$ cat src/gdad_pkg.sv
// gdad_pkg: shared types, constants and calendar helpers for the date adder
// used by gdad_ctrl, gdad_datapath and gregorian_date_add_days_core
`default_nettype none

package gdad_pkg;

   localparam int unsigned DAY_W    = 5;
   localparam int unsigned MONTH_W  = 4;
   localparam int unsigned YEAR_W   = 14;
   localparam int unsigned OFS_W    = 17;
   localparam int unsigned STAT_W   = 2;
   // working year has one extra bit: stepping forward from the top of the
   // input range runs past 14 bits
   localparam int unsigned WYEAR_W  = YEAR_W + 1;
   localparam int unsigned CNT_W    = 16;
   localparam int unsigned REM_W    = 9;

   localparam logic [OFS_W-1:0]   MAX_DAYS   = 17'd65535;
   localparam logic [WYEAR_W-1:0] FIRST_YEAR = 15'd1582;
   localparam logic [WYEAR_W-1:0] LAST_YEAR  = 15'd9999;
   localparam logic [YEAR_W-1:0]  LEAP_CYCLE = 14'd400;
   localparam logic [REM_W-1:0]   CYCLE_LAST = 9'd399;

   localparam logic [MONTH_W-1:0] MON_JAN = 4'd1;
   localparam logic [MONTH_W-1:0] MON_FEB = 4'd2;
   localparam logic [MONTH_W-1:0] MON_APR = 4'd4;
   localparam logic [MONTH_W-1:0] MON_JUN = 4'd6;
   localparam logic [MONTH_W-1:0] MON_SEP = 4'd9;
   localparam logic [MONTH_W-1:0] MON_NOV = 4'd11;
   localparam logic [MONTH_W-1:0] MON_DEC = 4'd12;

   localparam logic [STAT_W-1:0] STAT_OK        = 2'd0;
   localparam logic [STAT_W-1:0] STAT_BAD_DATE  = 2'd1;
   localparam logic [STAT_W-1:0] STAT_YEAR_OOR  = 2'd2;

   typedef struct packed {
      logic load;
      logic reduce;
      logic check;
      logic step;
      logic publish;
   } gdad_cmd_type;

   typedef struct packed {
      logic red_done;
      logic bad_date;
      logic walk_done;
   } gdad_sts_type;

   // leap test on the year modulo 400
   function automatic logic leap_of(input logic [REM_W-1:0] r);
      return (r[1:0] == 2'b00) && (r != 9'd100) && (r != 9'd200) && (r != 9'd300);
   endfunction

   function automatic logic [DAY_W-1:0] month_len(input logic [MONTH_W-1:0] m,
                                                  input logic leap);
      logic [DAY_W-1:0] len;
      len = 5'd31;
      if (m == MON_FEB) begin
         len = leap ? 5'd29 : 5'd28;
      end else if ((m == MON_APR) || (m == MON_JUN) || (m == MON_SEP) || (m == MON_NOV)) begin
         len = 5'd30;
      end
      return len;
   endfunction

endpackage

`default_nettype wire

$ cat src/gdad_datapath.sv
// gdad_datapath: date registers, remaining day count, year-mod-400 tracker
// and result registers; driven by gdad_ctrl commands, uses gdad_pkg
`default_nettype none

module gdad_datapath (
   input  wire logic                          clock,
   input  wire logic [gdad_pkg::DAY_W-1:0]    req_in_day,
   input  wire logic [gdad_pkg::MONTH_W-1:0]  req_in_month,
   input  wire logic [gdad_pkg::YEAR_W-1:0]   req_in_year,
   input  wire logic signed [gdad_pkg::OFS_W-1:0] req_day_offset,
   input  wire gdad_pkg::gdad_cmd_type        cmd,
   output gdad_pkg::gdad_sts_type             sts,
   output logic [gdad_pkg::DAY_W-1:0]         rsp_out_day,
   output logic [gdad_pkg::MONTH_W-1:0]       rsp_out_month,
   output logic [gdad_pkg::YEAR_W-1:0]        rsp_out_year,
   output logic [gdad_pkg::STAT_W-1:0]        rsp_status
);
   import gdad_pkg::*;

   logic [DAY_W-1:0]   day_ff,   day_in;
   logic [MONTH_W-1:0] month_ff, month_in;
   logic [WYEAR_W-1:0] year_ff,  year_in;
   logic [CNT_W-1:0]   cnt_ff,   cnt_in;
   logic               back_ff,  back_in;
   logic [YEAR_W-1:0]  rem_ff,   rem_in;
   logic               bad_ff,   bad_in;

   logic [DAY_W-1:0]   od_ff,  od_in;
   logic [MONTH_W-1:0] om_ff,  om_in;
   logic [YEAR_W-1:0]  oy_ff,  oy_in;
   logic [STAT_W-1:0]  ost_ff, ost_in;

   logic [OFS_W-1:0]   raw;
   logic [OFS_W-1:0]   mag;
   logic [REM_W-1:0]   rem9;
   logic               leap;
   logic [DAY_W-1:0]   len;
   logic [DAY_W-1:0]   rest;
   logic [MONTH_W-1:0] prev_month;

   always_comb begin
      raw        = req_day_offset;
      mag        = raw[OFS_W-1] ? (17'd0 - raw) : raw;
      rem9       = rem_ff[REM_W-1:0];
      leap       = leap_of(rem9);
      len        = month_len(month_ff, leap);
      rest       = len - day_ff;
      prev_month = month_ff - 4'd1;

      sts.red_done  = (rem_ff < LEAP_CYCLE);
      sts.bad_date  = (year_ff < FIRST_YEAR) || (month_ff == 4'd0) || (month_ff > MON_DEC) ||
                      (day_ff == 5'd0) || (day_ff > len);
      sts.walk_done = (cnt_ff == 16'd0);

      day_in   = day_ff;
      month_in = month_ff;
      year_in  = year_ff;
      cnt_in   = cnt_ff;
      back_in  = back_ff;
      rem_in   = rem_ff;
      bad_in   = bad_ff;
      od_in    = od_ff;
      om_in    = om_ff;
      oy_in    = oy_ff;
      ost_in   = ost_ff;

      if (cmd.load) begin
         day_in   = req_in_day;
         month_in = req_in_month;
         year_in  = {1'b0, req_in_year};
         rem_in   = req_in_year;
         back_in  = raw[OFS_W-1];
         cnt_in   = (mag > MAX_DAYS) ? MAX_DAYS[CNT_W-1:0] : mag[CNT_W-1:0];
      end

      if (cmd.reduce && !sts.red_done) begin
         rem_in = rem_ff - LEAP_CYCLE;
      end

      if (cmd.check) begin
         bad_in = sts.bad_date;
      end

      // one month boundary per cycle
      if (cmd.step) begin
         if (!back_ff) begin
            if (cnt_ff <= {11'd0, rest}) begin
               day_in = day_ff + cnt_ff[DAY_W-1:0];
               cnt_in = '0;
            end else begin
               cnt_in = cnt_ff - {11'd0, rest} - 16'd1;
               day_in = 5'd1;
               if (month_ff == MON_DEC) begin
                  month_in = MON_JAN;
                  year_in  = year_ff + 15'd1;
                  rem_in   = (rem9 == CYCLE_LAST) ? '0 : {5'd0, rem9 + 9'd1};
               end else begin
                  month_in = month_ff + 4'd1;
               end
            end
         end else begin
            if (cnt_ff < {11'd0, day_ff}) begin
               day_in = day_ff - cnt_ff[DAY_W-1:0];
               cnt_in = '0;
            end else begin
               cnt_in = cnt_ff - {11'd0, day_ff};
               if (month_ff == MON_JAN) begin
                  month_in = MON_DEC;
                  year_in  = year_ff - 15'd1;
                  rem_in   = (rem9 == 9'd0) ? {5'd0, CYCLE_LAST} : {5'd0, rem9 - 9'd1};
                  day_in   = 5'd31;
               end else begin
                  month_in = prev_month;
                  day_in   = month_len(prev_month, leap);
               end
            end
         end
      end

      if (cmd.publish) begin
         od_in = day_ff;
         om_in = month_ff;
         oy_in = year_ff[YEAR_W-1:0];
         if (bad_ff) begin
            ost_in = STAT_BAD_DATE;
         end else if ((year_ff < FIRST_YEAR) || (year_ff > LAST_YEAR)) begin
            ost_in = STAT_YEAR_OOR;
         end else begin
            ost_in = STAT_OK;
         end
      end
   end

   always_ff @(posedge clock) begin
      day_ff   <= day_in;
      month_ff <= month_in;
      year_ff  <= year_in;
      cnt_ff   <= cnt_in;
      back_ff  <= back_in;
      rem_ff   <= rem_in;
      bad_ff   <= bad_in;
      od_ff    <= od_in;
      om_ff    <= om_in;
      oy_ff    <= oy_in;
      ost_ff   <= ost_in;
   end

   assign rsp_out_day   = od_ff;
   assign rsp_out_month = om_ff;
   assign rsp_out_year  = oy_ff;
   assign rsp_status    = ost_ff;

endmodule

`default_nettype wire

$ cat src/gdad_ctrl.sv
// gdad_ctrl: sequencer for the date adder (load, mod-400 reduce, check,
// month walk, publish) and the result valid flag; uses gdad_pkg
`default_nettype none

module gdad_ctrl (
   input  wire logic                    clock,
   input  wire logic                    reset,
   input  wire logic                    req_valid,
   output logic                         req_ready,
   output logic                         rsp_valid,
   input  wire logic                    rsp_ready,
   input  wire gdad_pkg::gdad_sts_type  sts,
   output gdad_pkg::gdad_cmd_type       cmd
);
   import gdad_pkg::*;

   typedef enum logic [2:0] {
      ST_IDLE,
      ST_REDUCE,
      ST_CHECK,
      ST_STEP,
      ST_FINISH
   } state_type;

   state_type state_ff, state_in;
   logic      rsp_valid_ff, rsp_valid_in;
   logic      out_free;

   always_comb begin
      out_free    = !rsp_valid_ff || rsp_ready;
      req_ready   = (state_ff == ST_IDLE);
      cmd.load    = req_ready && req_valid;
      cmd.reduce  = (state_ff == ST_REDUCE);
      cmd.check   = (state_ff == ST_CHECK);
      cmd.step    = (state_ff == ST_STEP) && !sts.walk_done;
      cmd.publish = (state_ff == ST_FINISH) && out_free;

      state_in = state_ff;
      unique case (state_ff)
         ST_IDLE: begin
            if (req_valid) state_in = ST_REDUCE;
         end
         ST_REDUCE: begin
            if (sts.red_done) state_in = ST_CHECK;
         end
         ST_CHECK: begin
            state_in = sts.bad_date ? ST_FINISH : ST_STEP;
         end
         ST_STEP: begin
            if (sts.walk_done) state_in = ST_FINISH;
         end
         ST_FINISH: begin
            if (out_free) state_in = ST_IDLE;
         end
         default: begin
            state_in = ST_IDLE;
         end
      endcase

      rsp_valid_in = cmd.publish || (rsp_valid_ff && !rsp_ready);
   end

   always_ff @(posedge clock) begin
      if (reset) begin
         state_ff     <= ST_IDLE;
         rsp_valid_ff <= 1'b0;
      end else begin
         state_ff     <= state_in;
         rsp_valid_ff <= rsp_valid_in;
      end
   end

   assign rsp_valid = rsp_valid_ff;

   a_cmd_onehot: assert property (@(posedge clock) disable iff (reset)
      $onehot0({cmd.load, cmd.reduce, cmd.check, cmd.step, cmd.publish}))
      else $error("more than one datapath command at once");

   a_load_reduce: assert property (@(posedge clock) disable iff (reset)
      cmd.load |=> (state_ff == ST_REDUCE))
      else $error("accepted beat did not start the mod-400 reduction");

   a_publish_valid: assert property (@(posedge clock) disable iff (reset)
      cmd.publish |=> rsp_valid_ff)
      else $error("published result not flagged valid");

   a_no_overwrite: assert property (@(posedge clock) disable iff (reset)
      (rsp_valid_ff && !rsp_ready) |-> !cmd.publish)
      else $error("result register overwritten while stalled");

endmodule

`default_nettype wire

$ cat src/gregorian_date_add_days_core.sv
// gregorian_date_add_days_core: top level of the Gregorian date adder
// joins gdad_ctrl and gdad_datapath; uses gdad_pkg
//
//  - request beat (req_valid/req_ready): start date req_in_day, req_in_month,
//    req_in_year and a signed day count req_day_offset; the count magnitude
//    is clamped to 65535 days with its sign kept
//  - response beat (rsp_valid/rsp_ready): result date and rsp_status
//    (0 ok, 1 bad start date echoed back, 2 result year outside 1582..9999)
//  - one request at a time; req_ready is high only while the sequencer idles
//  - each request runs through accept, reduction of the year modulo 400 (one
//    subtract of 400 per cycle until the remainder is below 400), check, the
//    month walk (one month boundary per cycle, then the last partial month)
//    and the load of the result register; rsp_valid rises the cycle after,
//    and the next request can be taken then; a bad date skips the month walk
//  - the result register decouples the sides: once a result is loaded the
//    core returns to idle and takes the next request even while rsp_ready
//    is low; a second result waits until the first beat is taken
//  - synchronous reset returns the sequencer to idle and drops rsp_valid
`default_nettype none

module gregorian_date_add_days_core (
   input  wire logic                              clock,
   input  wire logic                              reset,
   input  wire logic                              req_valid,
   output logic                                   req_ready,
   input  wire logic [gdad_pkg::DAY_W-1:0]        req_in_day,
   input  wire logic [gdad_pkg::MONTH_W-1:0]      req_in_month,
   input  wire logic [gdad_pkg::YEAR_W-1:0]       req_in_year,
   input  wire logic signed [gdad_pkg::OFS_W-1:0] req_day_offset,
   output logic                                   rsp_valid,
   input  wire logic                              rsp_ready,
   output logic [gdad_pkg::DAY_W-1:0]             rsp_out_day,
   output logic [gdad_pkg::MONTH_W-1:0]           rsp_out_month,
   output logic [gdad_pkg::YEAR_W-1:0]            rsp_out_year,
   output logic [gdad_pkg::STAT_W-1:0]            rsp_status
);
   import gdad_pkg::*;

   gdad_cmd_type cmd;
   gdad_sts_type sts;

   gdad_ctrl u_ctrl (
      .clock     (clock),
      .reset     (reset),
      .req_valid (req_valid),
      .req_ready (req_ready),
      .rsp_valid (rsp_valid),
      .rsp_ready (rsp_ready),
      .sts       (sts),
      .cmd       (cmd)
   );

   gdad_datapath u_datapath (
      .clock          (clock),
      .req_in_day     (req_in_day),
      .req_in_month   (req_in_month),
      .req_in_year    (req_in_year),
      .req_day_offset (req_day_offset),
      .cmd            (cmd),
      .sts            (sts),
      .rsp_out_day    (rsp_out_day),
      .rsp_out_month  (rsp_out_month),
      .rsp_out_year   (rsp_out_year),
      .rsp_status     (rsp_status)
   );

endmodule

`default_nettype wire
$ cat config.mk
export PLATFORM = sky130hd
export DESIGN_NAME = gregorian_date_add_days_core
export DESIGN_NICKNAME = d
export VERILOG_FILES = /design/src/gdad_pkg.sv /design/src/gdad_datapath.sv /design/src/gdad_ctrl.sv /design/src/gregorian_date_add_days_core.sv
export SDC_FILE = /design/constraint.sdc
export NUM_CORES = 1
export LEC_CHECK = 0
export BUFFER_PORTS_ARGS = -buffer_cell sky130_fd_sc_hd__clkbuf_2
export CAP_MARGIN = 20
export CORE_MARGIN = 2
export CORE_UTILIZATION = 60
export DETAILED_ROUTE_END_ITERATION = 16
export PLACE_DENSITY = 0.82
export SLEW_MARGIN = 20
export SYNTH_ARGS = -nofsm -noshare
export SYNTH_HDL_FRONTEND = slang
export SYNTH_SLANG_ARGS = --single-unit
$ cat constraint.sdc
create_clock -name clock -period 5.8 [get_ports clock]
set_input_delay 0.29 -clock clock [delete_from_list [all_inputs] [get_ports clock]]
set_output_delay 0.29 -clock clock [all_outputs]
set_load 0.005 [all_outputs]
### Word level (Yosys, flattened, before mapping)

Index checks and enable logic that the tools add are counted.

* $add $sub $neg: 14
* magnitude comparators: 8
* equality and inequality tests: 24
* mux-type cells: 49
* reductions and logical operators: 33

Operator list (number)
* 14-bit 2-to-1 mux: 8
* 15-bit 2-to-1 mux: 7
* 16-bit 2-to-1 mux: 6
* 5-bit 2-to-1 mux: 8
* 16-bit by 5-bit subtractor with 16-bit output: 2
* 4-bit 2-to-1 mux: 7
* 4-bit == test (second input constant): 5
* 9-bit 2-to-1 mux: 2
* 17-bit by 16-bit > comparator with 1-bit output (second input constant): 1
* 17-bit 2-to-1 mux: 1
* 1-bit by 17-bit subtractor with 17-bit output (first input constant): 1
* 4-bit by 3-bit == test with 1-bit output (second input constant): 4
* 16-bit by 5-bit <= comparator with 1-bit output: 1
* 16-bit logical NOT: 1
* 16-bit by 5-bit < comparator with 1-bit output: 1
* 16-bit by 1-bit subtractor with 16-bit output (second input constant): 1
* 15-bit by 1-bit adder with 15-bit output (second input constant): 1
* 15-bit by 14-bit > comparator with 1-bit output (second input constant): 1
* 15-bit by 11-bit < comparator with 1-bit output (second input constant): 1
* 3-bit 2-to-1 mux: 5
* 3-bit case mux with 5 select lines: 1
* 15-bit by 1-bit subtractor with 15-bit output (second input constant): 1
* 14-bit by 9-bit < comparator with 1-bit output (second input constant): 1
* 14-bit by 9-bit subtractor with 14-bit output (second input constant): 1
* 31 further kinds: 60

* register bits after elaboration: 85
* bits of input ports: 44
* output and inout port bits: 27
* logic and storage cells: 141

### Longest topological paths before layout

* word-level depth: 12
* gate-level depth with buffers: 24
* gate-level depth less buffers: 20

### Modules after synthesis

From an unflattened synthesis, not the netlist that was laid out.

* cells, all modules: 808
* area total of the unflattened synthesis: 7106.8 µm²

Modules (own cells, without submodules)
* gdad_datapath: instances 1, cells an instance 780, area an instance 6856.6 µm², sequential area each 2102.0 µm²
* gdad_ctrl: instances 1, cells an instance 28, area an instance 250.2 µm², sequential area each 80.1 µm²

### Least setup slack after synthesis

Ideal clock, no wire load.

* path kind: register -> register
* start: reg u_datapath.rem_ff[4]
* end: reg u_datapath.rem_ff[7]
* library setup time: 0.080 ns
* data arrival time: 4.486 ns
* slack: 1.234 ns
* cell stages (with the launch flop): 24
* buffers on the path: 4
* cells stage by stage: dfxtp_1 clkbuf_1 inv_1 ha_1 nor4bb_1 a31oi_1 o21ai_0 o21a_1 a21oi_1 o21ai_0 ha_1 fa_1 nand3_1 xnor2_1 ha_1 and4b_1 and4_1 buf_2 or3_1 clkbuf_1 o21ai_2 nand2_1 buf_2 a22oi_1

* cells in the longest elaborated chain, start to end: 11

Ends and longest elaborated chain
* start: declaration: line gdad_datapath.sv:25 `logic [YEAR_W-1:0] rem_ff, rem_in;`
* start signal: assignment: line gdad_datapath.sv:140 `rem_ff <= rem_in;`
* 9-bit by 7-bit != test with 1-bit output: line gdad_pkg.sv:52 `return (r[1:0] == 2'b00) && (r != 9'd100) && (r != 9'd200) && (r != 9'd300);`
* 1-bit logical AND (3 in series): line gdad_pkg.sv:52
* 1-bit 2-to-1 mux: line gdad_pkg.sv:60 `len = leap ? 5'd29 : 5'd28;`
* 5-bit 2-to-1 mux: line gdad_pkg.sv:59 `if (m == MON_FEB) begin`
* 5-bit subtractor: line gdad_datapath.sv:47 `rest = len - day_ff;`
* 16-bit by 5-bit <= comparator with 1-bit output: line gdad_datapath.sv:87 `if (cnt_ff <= {11'd0, rest}) begin`
* 14-bit 2-to-1 mux: line gdad_datapath.sv:87
* 14-bit 2-to-1 mux: line gdad_datapath.sv:86 `if (!back_ff) begin`
* 14-bit 2-to-1 mux (*): line gdad_datapath.sv:85 `if (cmd.step) begin`
* via u_datapath.rem_in[7]: line gdad_datapath.sv:25

The timed path passes the listed nets; every way through them passes the cells marked *.
A chain may end at the register's enable or synchronous reset.

### Final worst setup path

* start: reg u_datapath.rem_ff[4]
* end: reg u_datapath.year_ff[9]

* cells in the longest elaborated chain, start to end: 11

Ends and longest elaborated chain
* 9-bit by 7-bit != test with 1-bit output: line gdad_pkg.sv:52
* 1-bit logical AND (2 in series): line gdad_pkg.sv:52
* 1-bit logical AND (*): line gdad_pkg.sv:52
* 1-bit 2-to-1 mux (*): line gdad_pkg.sv:60
* 5-bit 2-to-1 mux (*): line gdad_pkg.sv:59
* 5-bit subtractor (*): line gdad_datapath.sv:47
* 16-bit by 5-bit <= comparator with 1-bit output (*): line gdad_datapath.sv:87
* 15-bit 2-to-1 mux (*): line gdad_datapath.sv:87
* 15-bit 2-to-1 mux (*): line gdad_datapath.sv:86
* 15-bit 2-to-1 mux (*): line gdad_datapath.sv:85
* via u_datapath.year_in[9]: line gdad_datapath.sv:22 `logic [WYEAR_W-1:0] year_ff, year_in;`
* end signal: assignment: line gdad_datapath.sv:137 `year_ff <= year_in;`
* end: declaration: line gdad_datapath.sv:22

Marked as above.

==> flow_summary.yaml <==
setup_path:
  cp_slowest_stage_delay_ns: 0.55
  critical-path-slowest-cell: "nand2_1"
  crit_end_category: "flip-flop"
  worstPathArrival_ns: 5.75
  critical_path.most_common_cell: "ha_1"
  worst-setup-path-type: "flip-flop to flip-flop"
  worst_path_fanout_max: 18
  ordered_list_of_cells_on_the_worst_path: "inv_1 > ha_1 > nor4bb_1 > a31oi_1 > o21ai_0 > o21a_1 > a21oi_1 > o21ai_0 > ha_1 > fa_1 > nand3_1 > xnor2_1 > ha_1 > and4b_1 > and4_1 > or3_1 > o21ai_2 > nand2_1 > a32o_1"
  worst_setup_path_start_kind: "flip-flop"
  worst_ep_required_time_ns: 6.04
timing:
  hold_viol_final: 0
  tightestPinTransition_ns: 0.975
  timing_max_transition_violations_final: 0
  rsz0062_at_grt: "false"
  setup_viol: 0
  final.period_utilization_pct: 94.9
  final_period_minus_worst_setup_slack_ns: 5.51
  slew_headroom_pct: 34.9
  clock-skew-final_ns: 0.00894
  fin_worst_hold_slack_ns: 0.179
  setup_tns_ns: 0
  fmax_mhz: 182
global_routing:
  globalRouteOverflowTotal: 0
  pin_count_of_the_biggest_net_entering_global_routing: 42
  antenna_found_initial: 1
  via_count_of_the_first_global_routing_pass: 6742
  grt_pass1_wl_um: 34100
  global_route.usage.total_pct: 33.8
detailed_routing:
  num_vias: 6927
  drt_wl_total_um: 21100
  postRouteAntennaNets: 0
  wire_per_inst_um: 21.0
  drt_pre_antenna_iters: 8
  drc_errors: 0
  detail_route.iter0.violations: 739
  vias_per_inst: 6.89
die:
  placementRows: 39
  ios: 71
  floorplan.die.height_um: 112
  floorplan.die.width_um: 112
  core_area_um2: 11400
  die_outline_area_um2: 12400
  floorplan.initialDensity_pct: 61.1
pwr:
  p_clk_share_pct: 19.0
  power_report.internal_total_w: 0.00188
  static_leakage_nw: 2.92
  power_per_cell_area_nw_per_um2: 445
  p_sw_share_pct: 45.0
  p_sw_w: 0.00154
  combinationalPowerShare_pct: 46.6
  power.ir.vdd_worst_mv: 0.231
  power_share_of_the_sequential_group_pct: 34.4
yosys:
  synth_nets: 907
  synth-seq-area-share_pct: 31.4
  count_of_flip_flops_with_a_built_in_enable_after_synthesis: 48
  synth.avg_cell_area_um2: 8.48
  async_flop_share_pct: 0
  synth-seq-cells: 85
  predominant_post_synthesis_flop_cell: "edfxtp_1"
  syn_area_um2: 6940
  synthCells: 819
  synth_warnings: 0
  synthDistinctLibCells: 84
clock_tree:
  cts_repair_resize_count: 0
  cts_buffer_depth: 2
  cts_num_sinks: 85
  number_of_buffers_added_for_setup_after_cts: 0
  clock_latency_ns: 0.36
  cts_hold_buf: 0
  path_clk_slew_ns: 0.07
  cts_tree: "done"
  ctsHtreeMaxLevel: 3
  cts_inserted_buffers: 9
  root_buffer: "clkbuf_16"
finish:
  finalInstanceArea_um2: 7670
  post_layout_nets: 944
  area.growth.synth_to_final_pct: 10.5
  fillCellCount: 974
  drive_above_1_share_pct: 14.2
placement:
  portBuffers: 70
  gp_routability_congestion: 0.938
  hpwlAfterDp_um: 15100
  cell_area_after_placement_um2: 7340
worst_hold_path:
  min_delay_worst_type: "input pin to flip-flop"
job:
  max-cap-violations: 0
run_status:
  outcome: "completed"
-- path summary, 6_finish.rpt --
path | start | cells after the start | slack [ns] | to
setup / recovery | u_datapath.rem_ff[4] | 19 | 0.29 | u_datapath.year_ff[9]
hold / removal | reset | 2 | 0.18 | u_ctrl.rsp_valid
setup reg to reg | u_datapath.rem_ff[4] | 19 | 0.29 | u_datapath.year_ff[9]
hold reg to reg | u_datapath.bad_ff | 0 | 0.51 | u_datapath.rsp_status[0]
-- worst max-delay path: cells and delay by family (launching register included) --
family | cells | cell delay [ns]
compound gates | 7 | 1.49
xor+xnor | 1 | 0.13
fa+ha+maj | 4 | 1.24
buf+inv | 1 | 0.18
flops | 1 | 0.49
simple gates | 6 | 1.85
-- cells by family (layout without fill, tap and decap cells) --
family | count (synthesis) | count (layout) | share of synthesized area [%]
AOI/OAI and AO/OA | 276 | 276 | 28.0
and+or+nand+nor | 269 | 269 | 20.3
buffers and inverters | 96 | 138 | 5.42
DFF | 85 | 85 | 31.4
adders and majority gates | 44 | 44 | 8.47
xor gates and xnor gates | 42 | 42 | 5.30
muxes | 7 | 7 | 1.01
other | 0 | 1 | 0
-- area by class of cell --
| class | instances | area [um^2] | area share, % |
|---|---|---|---|
| Multi-Input combinational cell | 638 | 4400 | 57.4 |
| Timing Repair Buffer | 78 | 410 | 5.35 |
| Tap cell | 143 | 179 | 2.33 |
| Sequential cell | 85 | 2180 | 28.4 |
| Antenna cell | 1 | 2.50 | 0.0326 |
| Clock buffer | 9 | 225 | 2.94 |
| Clock inverter | 7 | 105 | 1.37 |
| Inverter | 44 | 165 | 2.15 |
-- power by group through the flow --
| stage | logic, W | clock network, W | registers (W) |
|---|---|---|---|
| after floorplan | 0.00132 | 0 | 0.000963 |
| after global placement | 0.00150 | 0 | 0.00116 |
| after detailed placement | 0.00153 | 0 | 0.00117 |
| after CTS | 0.00155 | 0.000650 | 0.00116 |
| after global routing | 0.00176 | 0.000673 | 0.00120 |
| final | 0.00159 | 0.000649 | 0.00118 |
-- per-stage QoR --
step | setup slack, ns | utilization, % | total power (W) | std cells
after floorplan | 1.23 | - | 0.00229 | 819
after global placement | 0.567 | 64.5 | 0.00267 | 988
after detailed placement | 0.430 | 64.5 | 0.00270 | 988
after CTS | 0.376 | 67.4 | 0.00336 | 1004
after global routing | 0.00405 | 67.4 | 0.00363 | 1004
final | 0.294 | 67.5 | 0.00342 | 1005
-- cell usage in the layout, fill, tap and decap left out, types with 8 or more instances in the layout --
cell type / n
buf_4: 8
o21ai_0: 48
clkbuf_16: 9
dfxtp_1: 37
a21oi_1: 60
nor4_1: 10
nand2b_1: 9
ha_1: 39
or3_1: 13
nor3_1: 28
and3_1: 9
clkbuf_2: 70
nand3_1: 22
a211oi_1: 13
o22ai_1: 11
edfxtp_1: 48
xnor2_1: 20
o31a_1: 8
nor2_1: 54
xor2_1: 22
inv_1: 42
or2_2: 8
a221oi_1: 9
nand2_1: 66
a32oi_1: 17
o31ai_1: 10
-- per-layer routing --
layer | up-vias | wire (um) | GRT usage [%]
met5 | - | 0 | 0
met4 | 0 | 585 | 12.7
met3 | 56 | 2110 | 5.44
met2 | 457 | 9620 | 54.0
met1 | 3215 | 8760 | 46.5
li1 | 3199 | - | -
-- cell usage after synthesis (all sizes together), types with 8 or more instances --
| cell | number | area, um^2 |
|---|---|---|
| nand2 | 66 | 248 |
| a21oi | 61 | 309 |
| nor2 | 55 | 209 |
| o21ai | 50 | 254 |
| edfxtp | 48 | 1440 |
| inv | 42 | 158 |
| clkbuf | 40 | 150 |
| ha | 39 | 488 |
| dfxtp | 37 | 741 |
| nor3 | 29 | 150 |
| nand3 | 23 | 120 |
| xor2 | 22 | 193 |
| xnor2 | 20 | 175 |
| a32oi | 17 | 149 |
| a211oi | 14 | 110 |
| or3 | 13 | 81.3 |
| buf | 12 | 61.3 |
| nor4 | 12 | 87.6 |
| o22ai | 11 | 68.8 |
| and3 | 10 | 62.6 |
| o31ai | 10 | 75.1 |
| a221oi | 9 | 78.8 |
| nand2b | 9 | 56.3 |
| or2 | 9 | 58.8 |
| o31a | 8 | 70.1 |
-- sequential cells by signal (all words and copies together), names as in the netlist --
signal / cells
u_ctrl.rsp_valid: 1
u_datapath.year_ff: 15
u_ctrl.state_ff: 3
u_datapath.rem_ff: 14
u_datapath.rsp_out_day: 5
u_datapath.day_ff: 5
u_datapath.rsp_status: 2
u_datapath.back_ff: 1
u_datapath.rsp_out_month: 4
u_datapath.bad_ff: 1
u_datapath.cnt_ff: 16
u_datapath.rsp_out_year: 14
u_datapath.month_ff: 4
(Power assumes the default switching activity.)
